## config.mk

```make
export PLATFORM = sky130hd
export DESIGN_NAME = keystroke_integer_calculator
export DESIGN_NICKNAME = d
export VERILOG_FILES = /design/src/rtl/core/kic_pkg.sv /design/src/rtl/core/keystroke_integer_calculator.sv
export SDC_FILE = /design/constraint.sdc
export NUM_CORES = 1
export LEC_CHECK = 0
export BUFFER_PORTS_ARGS = -buffer_cell sky130_fd_sc_hd__buf_2
export CORE_MARGIN = 2
export CORE_UTILIZATION = 51
export CTS_CLUSTER_DIAMETER = 120
export DETAILED_ROUTE_END_ITERATION = 8
export GPL_TIMING_DRIVEN = 0
export PLACE_DENSITY = 0.73
export SLEW_MARGIN = 20
export SYNTH_ARGS = -nofsm -noshare
export SYNTH_HDL_FRONTEND = slang
export SYNTH_SLANG_ARGS = --single-unit
```

## constraint.sdc

```tcl
create_clock -name clk -period 4.3 [get_ports clk]
set_input_delay 0.215 -clock clk [delete_from_list [all_inputs] [get_ports clk]]
set_output_delay 0.215 -clock clk [all_outputs]
set_load 0.02 [all_outputs]
```

## src/rtl/core/kic_pkg.sv

```systemverilog
package kic_pkg;

    // Key codes of the keypad, ASCII.
    localparam logic [7:0] KEY_ZERO   = 8'd48;
    localparam logic [7:0] KEY_NINE   = 8'd57;
    localparam logic [7:0] KEY_PLUS   = 8'h2B;
    localparam logic [7:0] KEY_MINUS  = 8'h2D;
    localparam logic [7:0] KEY_SLASH  = 8'h2F;
    localparam logic [7:0] KEY_STAR   = 8'h2A;
    localparam logic [7:0] KEY_PCT    = 8'h25;
    localparam logic [7:0] KEY_CARET  = 8'h5E;
    localparam logic [7:0] KEY_BAR    = 8'h7C;
    localparam logic [7:0] KEY_AMP    = 8'h26;
    localparam logic [7:0] KEY_EQUALS = 8'h3D;

    // Operand limits.
    localparam int          OPND_W   = 31;
    localparam int          ANS_W    = 36;
    localparam int          RADIX    = 10;

    // Iteration counts of the shared add/subtract unit.
    localparam int          MUL_STEPS = 31;
    localparam int          DIV_STEPS = 36;

    // Operator codes, in the order the keypad lists them.
    typedef enum logic [2:0] {
        OP_ADD = 3'd0,
        OP_SUB = 3'd1,
        OP_DIV = 3'd2,
        OP_MUL = 3'd3,
        OP_MOD = 3'd4,
        OP_XOR = 3'd5,
        OP_OR  = 3'd6,
        OP_AND = 3'd7
    } op_code_t;

    typedef struct packed {
        logic     hit;
        op_code_t code;
    } op_hit_t;

    // Maps a key to its operator code, if it is an operator key.
    function automatic op_hit_t op_lookup(input logic [7:0] key);
        op_hit_t r;
        r.hit  = 1'b1;
        r.code = OP_ADD;
        case (key)
            KEY_PLUS:  r.code = OP_ADD;
            KEY_MINUS: r.code = OP_SUB;
            KEY_SLASH: r.code = OP_DIV;
            KEY_STAR:  r.code = OP_MUL;
            KEY_PCT:   r.code = OP_MOD;
            KEY_CARET: r.code = OP_XOR;
            KEY_BAR:   r.code = OP_OR;
            KEY_AMP:   r.code = OP_AND;
            default:   r.hit  = 1'b0;
        endcase
        return r;
    endfunction

endpackage

```

## src/rtl/core/keystroke_integer_calculator.sv

```systemverilog
// Keypad integer calculator. Keys arrive one per request in the form
// VALUE OPERATOR VALUE '=', and every accepted key is echoed as one output
// request; keys that do not fit the expression at that point are taken and
// dropped without output. Digits, operator keys and '=' for + - ^ | & are
// answered straight from the idle state. '=' for *, / and % runs on the one
// shared 34-bit add/subtract unit, which retires one bit of the product or
// quotient per cycle; in_ready stays low while it runs. The
// input also waits while a finished output request has not been taken.
// Sums, differences, products, remainders and bitwise results wrap to
// DATA_WIDTH bits; division returns the quotient in tenths, rounded half up.
module keystroke_integer_calculator
    import kic_pkg::*;
#(
    parameter int DATA_WIDTH = 32
)
(
    input  logic               clk,
    input  logic               rst_n,
    input  logic               in_valid,
    output logic               in_ready,
    input  logic [7:0]         key_code,
    output logic               out_valid,
    input  logic               out_ready,
    output logic [7:0]         echo_char,
    output logic               answer_valid,
    output logic signed [35:0] answer,
    output logic               answer_in_tenths
);

    typedef enum logic [2:0] {
        S_IDLE   = 3'b001,
        S_RUN    = 3'b010,
        S_FINISH = 3'b100
    } state_t;

    localparam logic [63:0] WRAP_MASK = {64{1'b1}} >> (64 - DATA_WIDTH);
    localparam logic [5:0]  MUL_LAST  = 6'(MUL_STEPS - 1);
    localparam logic [5:0]  DIV_LAST  = 6'(DIV_STEPS - 1);

    // Sign-extends a value from DATA_WIDTH bits and keeps the answer bits.
    function automatic logic [ANS_W-1:0] wrap_data(input logic [63:0] v);
        logic [63:0] w;
        w = v & WRAP_MASK;
        if (v[DATA_WIDTH-1])
        begin
            w = w | ~WRAP_MASK;
        end
        return w[ANS_W-1:0];
    endfunction

    state_t              state_reg,  state_next;
    logic                phase_reg,  phase_next;
    logic [OPND_W-1:0]   first_reg,  first_next;
    logic [OPND_W-1:0]   second_reg, second_next;
    op_code_t            op_reg,     op_next;
    op_code_t            job_reg,    job_next;
    logic [5:0]          cnt_reg,    cnt_next;
    logic [32:0]         rem_reg,    rem_next;
    logic [35:0]         shf_reg,    shf_next;
    logic [31:0]         mcand_reg,  mcand_next;

    logic                ovalid_reg, ovalid_next;
    logic [7:0]          echo_reg,   echo_next;
    logic                aval_reg,   aval_next;
    logic [ANS_W-1:0]    ans_reg,    ans_next;
    logic                tenths_reg, tenths_next;

    logic                in_take;
    logic                is_digit;
    logic [34:0]         digit_acc;
    logic [OPND_W-1:0]   digit_sat;
    op_hit_t             op_hit;
    logic [63:0]         a64;
    logic [63:0]         b64;
    logic [35:0]         div_num;

    logic                alu_sub;
    logic [32:0]         alu_x;
    logic [32:0]         alu_y;
    logic [33:0]         alu_sum;

    assign in_ready = (state_reg == S_IDLE) && (!ovalid_reg || out_ready);
    assign in_take  = in_valid && in_ready;

    // Decimal digit step: operand * 10 + digit, saturating at 2^31 - 1.
    assign is_digit  = (key_code >= KEY_ZERO) && (key_code <= KEY_NINE);
    always_comb
    begin
        logic [OPND_W-1:0] acc;
        acc       = phase_reg ? second_reg : first_reg;
        digit_acc = {1'b0, acc, 3'b000} + {3'b000, acc, 1'b0}
                  + {31'd0, key_code[3:0] - KEY_ZERO[3:0]};
        digit_sat = (digit_acc[34:OPND_W] != '0) ? {OPND_W{1'b1}} : digit_acc[OPND_W-1:0];
    end

    assign op_hit  = op_lookup(key_code);
    assign a64     = {33'd0, first_reg};
    assign b64     = {33'd0, second_reg};
    // Division works on (20 * a + b) / (2 * b) to round the tenths half up.
    assign div_num = {1'b0, first_reg, 4'b0000} + {3'b000, first_reg, 2'b00}
                   + {5'd0, second_reg};

    // Shared unit: add for shift-and-add multiply, subtract for restoring divide.
    always_comb
    begin
        alu_sub = (job_reg != OP_MUL);
        if (alu_sub)
        begin
            alu_x = {rem_reg[31:0], shf_reg[35]};
            alu_y = {1'b0, mcand_reg};
        end
        else
        begin
            alu_x = rem_reg;
            alu_y = shf_reg[0] ? {1'b0, mcand_reg} : 33'd0;
        end
        alu_sum = {1'b0, alu_x} + {1'b0, (alu_sub ? ~alu_y : alu_y)} + {33'd0, alu_sub};
    end

    // Sequencer, operand registers and output register.
    always_comb
    begin
        state_next  = state_reg;
        phase_next  = phase_reg;
        first_next  = first_reg;
        second_next = second_reg;
        op_next     = op_reg;
        job_next    = job_reg;
        cnt_next    = cnt_reg;
        rem_next    = rem_reg;
        shf_next    = shf_reg;
        mcand_next  = mcand_reg;
        ovalid_next = ovalid_reg;
        echo_next   = echo_reg;
        aval_next   = aval_reg;
        ans_next    = ans_reg;
        tenths_next = tenths_reg;

        if (ovalid_reg && out_ready)
        begin
            ovalid_next = 1'b0;
        end

        case (state_reg)
            S_IDLE:
            begin
                if (in_take)
                begin
                    echo_next   = key_code;
                    aval_next   = 1'b0;
                    ans_next    = '0;
                    tenths_next = 1'b0;
                    if (is_digit)
                    begin
                        ovalid_next = 1'b1;
                        if (phase_reg)
                        begin
                            second_next = digit_sat;
                        end
                        else
                        begin
                            first_next = digit_sat;
                        end
                    end
                    else if (!phase_reg)
                    begin
                        if ((first_reg != '0) && op_hit.hit)
                        begin
                            ovalid_next = 1'b1;
                            op_next     = op_hit.code;
                            phase_next  = 1'b1;
                        end
                    end
                    else if ((key_code == KEY_EQUALS) && (second_reg != '0))
                    begin
                        // The expression is complete: clear the operand state.
                        phase_next  = 1'b0;
                        first_next  = '0;
                        second_next = '0;
                        op_next     = OP_ADD;
                        job_next    = op_reg;
                        cnt_next    = '0;
                        rem_next    = '0;
                        case (op_reg)
                            OP_MUL:
                            begin
                                shf_next   = {5'd0, second_reg};
                                mcand_next = {1'b0, first_reg};
                                state_next = S_RUN;
                            end
                            OP_DIV:
                            begin
                                shf_next   = div_num;
                                mcand_next = {second_reg, 1'b0};
                                state_next = S_RUN;
                            end
                            OP_MOD:
                            begin
                                shf_next   = {5'd0, first_reg};
                                mcand_next = {1'b0, second_reg};
                                state_next = S_RUN;
                            end
                            OP_ADD:
                            begin
                                ovalid_next = 1'b1;
                                aval_next   = 1'b1;
                                ans_next    = wrap_data(a64 + b64);
                            end
                            OP_SUB:
                            begin
                                ovalid_next = 1'b1;
                                aval_next   = 1'b1;
                                ans_next    = wrap_data(a64 - b64);
                            end
                            OP_XOR:
                            begin
                                ovalid_next = 1'b1;
                                aval_next   = 1'b1;
                                ans_next    = wrap_data(a64 ^ b64);
                            end
                            OP_OR:
                            begin
                                ovalid_next = 1'b1;
                                aval_next   = 1'b1;
                                ans_next    = wrap_data(a64 | b64);
                            end
                            default:
                            begin
                                ovalid_next = 1'b1;
                                aval_next   = 1'b1;
                                ans_next    = wrap_data(a64 & b64);
                            end
                        endcase
                    end
                end
            end

            S_RUN:
            begin
                cnt_next = cnt_reg + 6'd1;
                if (alu_sub)
                begin
                    // One quotient bit per cycle.
                    rem_next = alu_sum[33] ? alu_sum[32:0] : {rem_reg[31:0], shf_reg[35]};
                    shf_next = {shf_reg[34:0], alu_sum[33]};
                    if (cnt_reg == DIV_LAST)
                    begin
                        state_next = S_FINISH;
                    end
                end
                else
                begin
                    // One multiplier bit per cycle, product shifting right.
                    rem_next = alu_sum[33:1];
                    shf_next = {alu_sum[0], shf_reg[35:1]};
                    if (cnt_reg == MUL_LAST)
                    begin
                        state_next = S_FINISH;
                    end
                end
            end

            S_FINISH:
            begin
                ovalid_next = 1'b1;
                echo_next   = KEY_EQUALS;
                aval_next   = 1'b1;
                tenths_next = 1'b0;
                case (job_reg)
                    OP_DIV:
                    begin
                        ans_next    = shf_reg;
                        tenths_next = 1'b1;
                    end
                    OP_MUL:
                    begin
                        ans_next = wrap_data({2'b00, rem_reg[30:0], shf_reg[35:5]});
                    end
                    default:
                    begin
                        ans_next = wrap_data({32'd0, rem_reg[31:0]});
                    end
                endcase
                state_next = S_IDLE;
            end

            default:
            begin
                state_next = S_IDLE;
            end
        endcase
    end

    // Control state.
    always_ff @(posedge clk or negedge rst_n)
    begin
        if (!rst_n)
        begin
            state_reg  <= S_IDLE;
            phase_reg  <= 1'b0;
            first_reg  <= '0;
            second_reg <= '0;
            op_reg     <= OP_ADD;
            ovalid_reg <= 1'b0;
            cnt_reg    <= '0;
        end
        else
        begin
            state_reg  <= state_next;
            phase_reg  <= phase_next;
            first_reg  <= first_next;
            second_reg <= second_next;
            op_reg     <= op_next;
            ovalid_reg <= ovalid_next;
            cnt_reg    <= cnt_next;
        end
    end

    // Datapath and output payload.
    always_ff @(posedge clk)
    begin
        job_reg    <= job_next;
        rem_reg    <= rem_next;
        shf_reg    <= shf_next;
        mcand_reg  <= mcand_next;
        echo_reg   <= echo_next;
        aval_reg   <= aval_next;
        ans_reg    <= ans_next;
        tenths_reg <= tenths_next;
    end

    assign out_valid        = ovalid_reg;
    assign echo_char        = echo_reg;
    assign answer_valid     = aval_reg;
    assign answer           = $signed(ans_reg);
    assign answer_in_tenths = tenths_reg;

endmodule

```

==> flow_summary_export.csv <==
group,metric,value,unit
status,outcome,"finished with violations",
status,violations,"negative setup slack",
detailed_routing,via_per_inst,6.43,
final_layout,drive_gt1_frac,0.196,
clock_tree,root_buffer,"clkbuf_16",
worst_setup_path,critPathMaxFanout,5,
logic_synthesis,synth_area,0.0221,sq mm
die,die_h,212,um
sta,clock_skew,0.0358,ns
sta,fmax,204,MHz
logic_synthesis,syn_nets,2906,
logic_synthesis,ys_ff_latch,226,
detailed_routing,routed_wirelength,83500,um
detailed_routing,vias,22000,
clock_tree,cts.sinks,226,
final_layout,layout_commonest_cell,"nand2_1",
placement,placed_cell_area,0.0233,sq mm
logic_synthesis,synth-main-ff-cell,"edfxtp_1",
final_layout,nets,3088,
logic_synthesis,yosysWarnings,0,
global_routing,grt_pass1_vias,21600,
global_routing,grt_max_degree,53,
global_routing,grt_use_met3,0.0595,
sta,hold_violations,0,
logic_synthesis,synthDistinctLibCells,85,
worst_setup_path,cp_slowest_stage_delay,0.53,ns
die,num_io_pins,60,
sta,drv_slew,0,
pwr,power,17600,uW
logic_synthesis,syn_avg_cell_area,8.37,sq um
final_layout,antenna_cells,0,
global_routing,use_met2,0.593,
placement,dpl.hpwl,61900,um
global_routing,gr-total-overflow,0,
pwr,ir_drop,0.000577,V
global_routing,grt_first_pass_wirelength,124000,um
detailed_routing,drt_iter0_drc,2553,
logic_synthesis,synth_top_area_cell,"edfxtp_1",
pwr,p_per_area,654,mW/mm^2
logic_synthesis,yosysSeqAreaShare,0.290,
worst_setup_path,path_cells,"buf_8, or4_4, nor3_4, buf_6, nand3_4, nor4_4, buf_4, buf_4, nand3_4, o21ai_2, xnor2_1, ha_1, nand2_2, nor2_4, nand2_2, nor4_4, a21oi_4, a211o_1, o21ai_4, xor2_2, o22ai_4, a21o_1",
clock_tree,clock_latency,0.60,ns
worst_setup_path,worst_setup_path_end_kind,"flop",
clock_tree,cts.reportedPaths.clkPinSlew,0.06,ns
clock_tree,cts_tree,"done",
sta,fin_crit,4.90,ns
logic_synthesis,synth_top_area_frac,0.204,
sta,final.setup.worst_slack,-0.602,ns
die,start_util,0.515,
min_path,worstHoldPathType,"in -> reg",
global_routing,track_usage,0.361,
logic_synthesis,ys_top_cells_by_area,"edfxtp_1 20%, ha_1 13%, dfrtp_1 8.5%",
die,fp-row-count,76,
worst_setup_path,worstSetupPathType,"reg -> reg",
worst_setup_path,cp-start-kind,"flop",
global_routing,top_usage_layer,"met2",
clock_tree,ctsLongestPathBuffers,3,
sta,tightest_slew,1.08,ns
worst_setup_path,slowest_stage,"or4_4",
worst_setup_path,reg2reg_slack,-0.60,ns
worst_setup_path,required,4.62,ns
sta,setup_viol_count_final,87,
logic_synthesis,synthCells,2639,
placement,port_buffers,59,
clock_tree,cts_buffers,27,
final_layout,syn2layout_area_growth,21.7,%
sta,min_period_over_period,1.14,
logic_synthesis,ys_async_sr_fraction,0.336,
pwr,p_leak,0.0118,uW
flow_run,drv_cap,0,
logic_synthesis,synth_edf_count,150,
sta,tns,-23.56,ns
placement,globalplace.congestion,1.01,
detailed_routing,first_pass_iters,6,
sta,relSlewSlack,0.277,
detailed_routing,ant_nets,0,
clock_tree,htreeDepth,1,
final_layout,final_cell_mix,"357 x nand2_1, 199 x ha_1, 185 x o21ai_0",
final_layout,stdcell_area,0.0269,sq mm
detailed_routing,wl_per_cell,24.4,um
sta,rsz0062_at_grt,"true",
die,die-width,212,um
global_routing,antenna_found_initial,0,
worst_setup_path,cp.arrival,5.23,ns
detailed_routing,drcViolationCount,0,
die,coreArea,0.0429,sq mm
die,die-area,0.0450,sq mm
global_routing,met1_usage,0.450,
## path summary, 6_finish.rpt
kind                       cells past startpoint           from       endpoint
max                                           22  second_reg[5]     answer[33]
min                                            2    key_code[3]   echo_char[3]
max reg2reg                                   22  second_reg[5]     answer[33]
min reg2reg                                    0      op_reg[2]     job_reg[2]
max in group asynchronous                      3          rst_n  first_reg[23]
min in group asynchronous                      2          rst_n   first_reg[4]
## synth_stat cells (all sizes together) (45+ instances only)
master    n
edfxtp  150
a21o     83
o22ai    68
clkbuf  137
inv      94
nand2   371
o21ai   262
a31oi    50
xnor2    91
xor2     45
nor2    213
a22oi    68
dfrtp    75
mux2i    63
a21oi   208
ha      223
## power breakdown
group	leakage [uW]	total, uW	internal, uW	switching, uW
registers	0.00242	3140	2570	569
logic	0.00895	12000	5030	6940
clock network	0.000445	2460	1420	1030
## logic make-up after synthesis
logic type / share of synthesized area
AOI/OAI and AO/OA: 0.256
and+or+nand+nor: 0.164
buffers and inverters: 0.0474
adders and majority gates: 0.155
DFF: 0.290
xor gates and xnor gates: 0.0539
muxes: 0.0331
## per-layer routing
layer,vias to the layer above,wire length [um]
met5,-,0
met4,0,5540
met3,293,7710
met2,1210,38400
met1,10500,31900
li1,10000,-
## metrics by stage
| step | setup WS [ns] | hold WS, ns | utilization | instances |
|---|---|---|---|---|
| after global placement | -2.15 | 0.468 | 0.541 | 3283 |
| after detailed placement | -2.24 | 0.163 | 0.543 | 3286 |
| after floorplan | -0.178 | -0.0806 | - | 2639 |
| after CTS | -0.498 | 0.0297 | 0.601 | 3401 |
| after global routing | -0.726 | 0.0782 | 0.627 | 3427 |
| final | -0.602 | 0.0670 | 0.627 | 3427 |
## final cells by class
type,count,area (sq um)
Buffer,156,938
Clock buffer,34,712
Clock inverter,16,209
Fill cell,3623,16000
Inverter,94,363
Multi-Input combinational cell,2150,16100
Sequential cell,226,6420
Tap cell,585,732
Timing Repair Buffer,166,1340
## critical path, delay by kind of cell (launching register included)
family          cells  cell delay (ns)
fa+ha+maj           1             0.35
simple gates        9             1.71
xor+xnor            2             0.36
buf+inv             4             0.57
flops               1             0.45
compound gates      6             1.16
## repair_timing
| item | CTS | global route |
|---|---|---|
| pin swaps | 98 | 111 |
| resized for setup | 246 | 216 |
| endpoints found under the hold margin | 81 | 0 |
| cloned | 7 | 2 |
| setup endpoints to repair | 168 | 168 |
| buffers inserted | 58 | 33 |
| hold buffers | 6 | 0 |
Power figures use the tool's default switching activity.
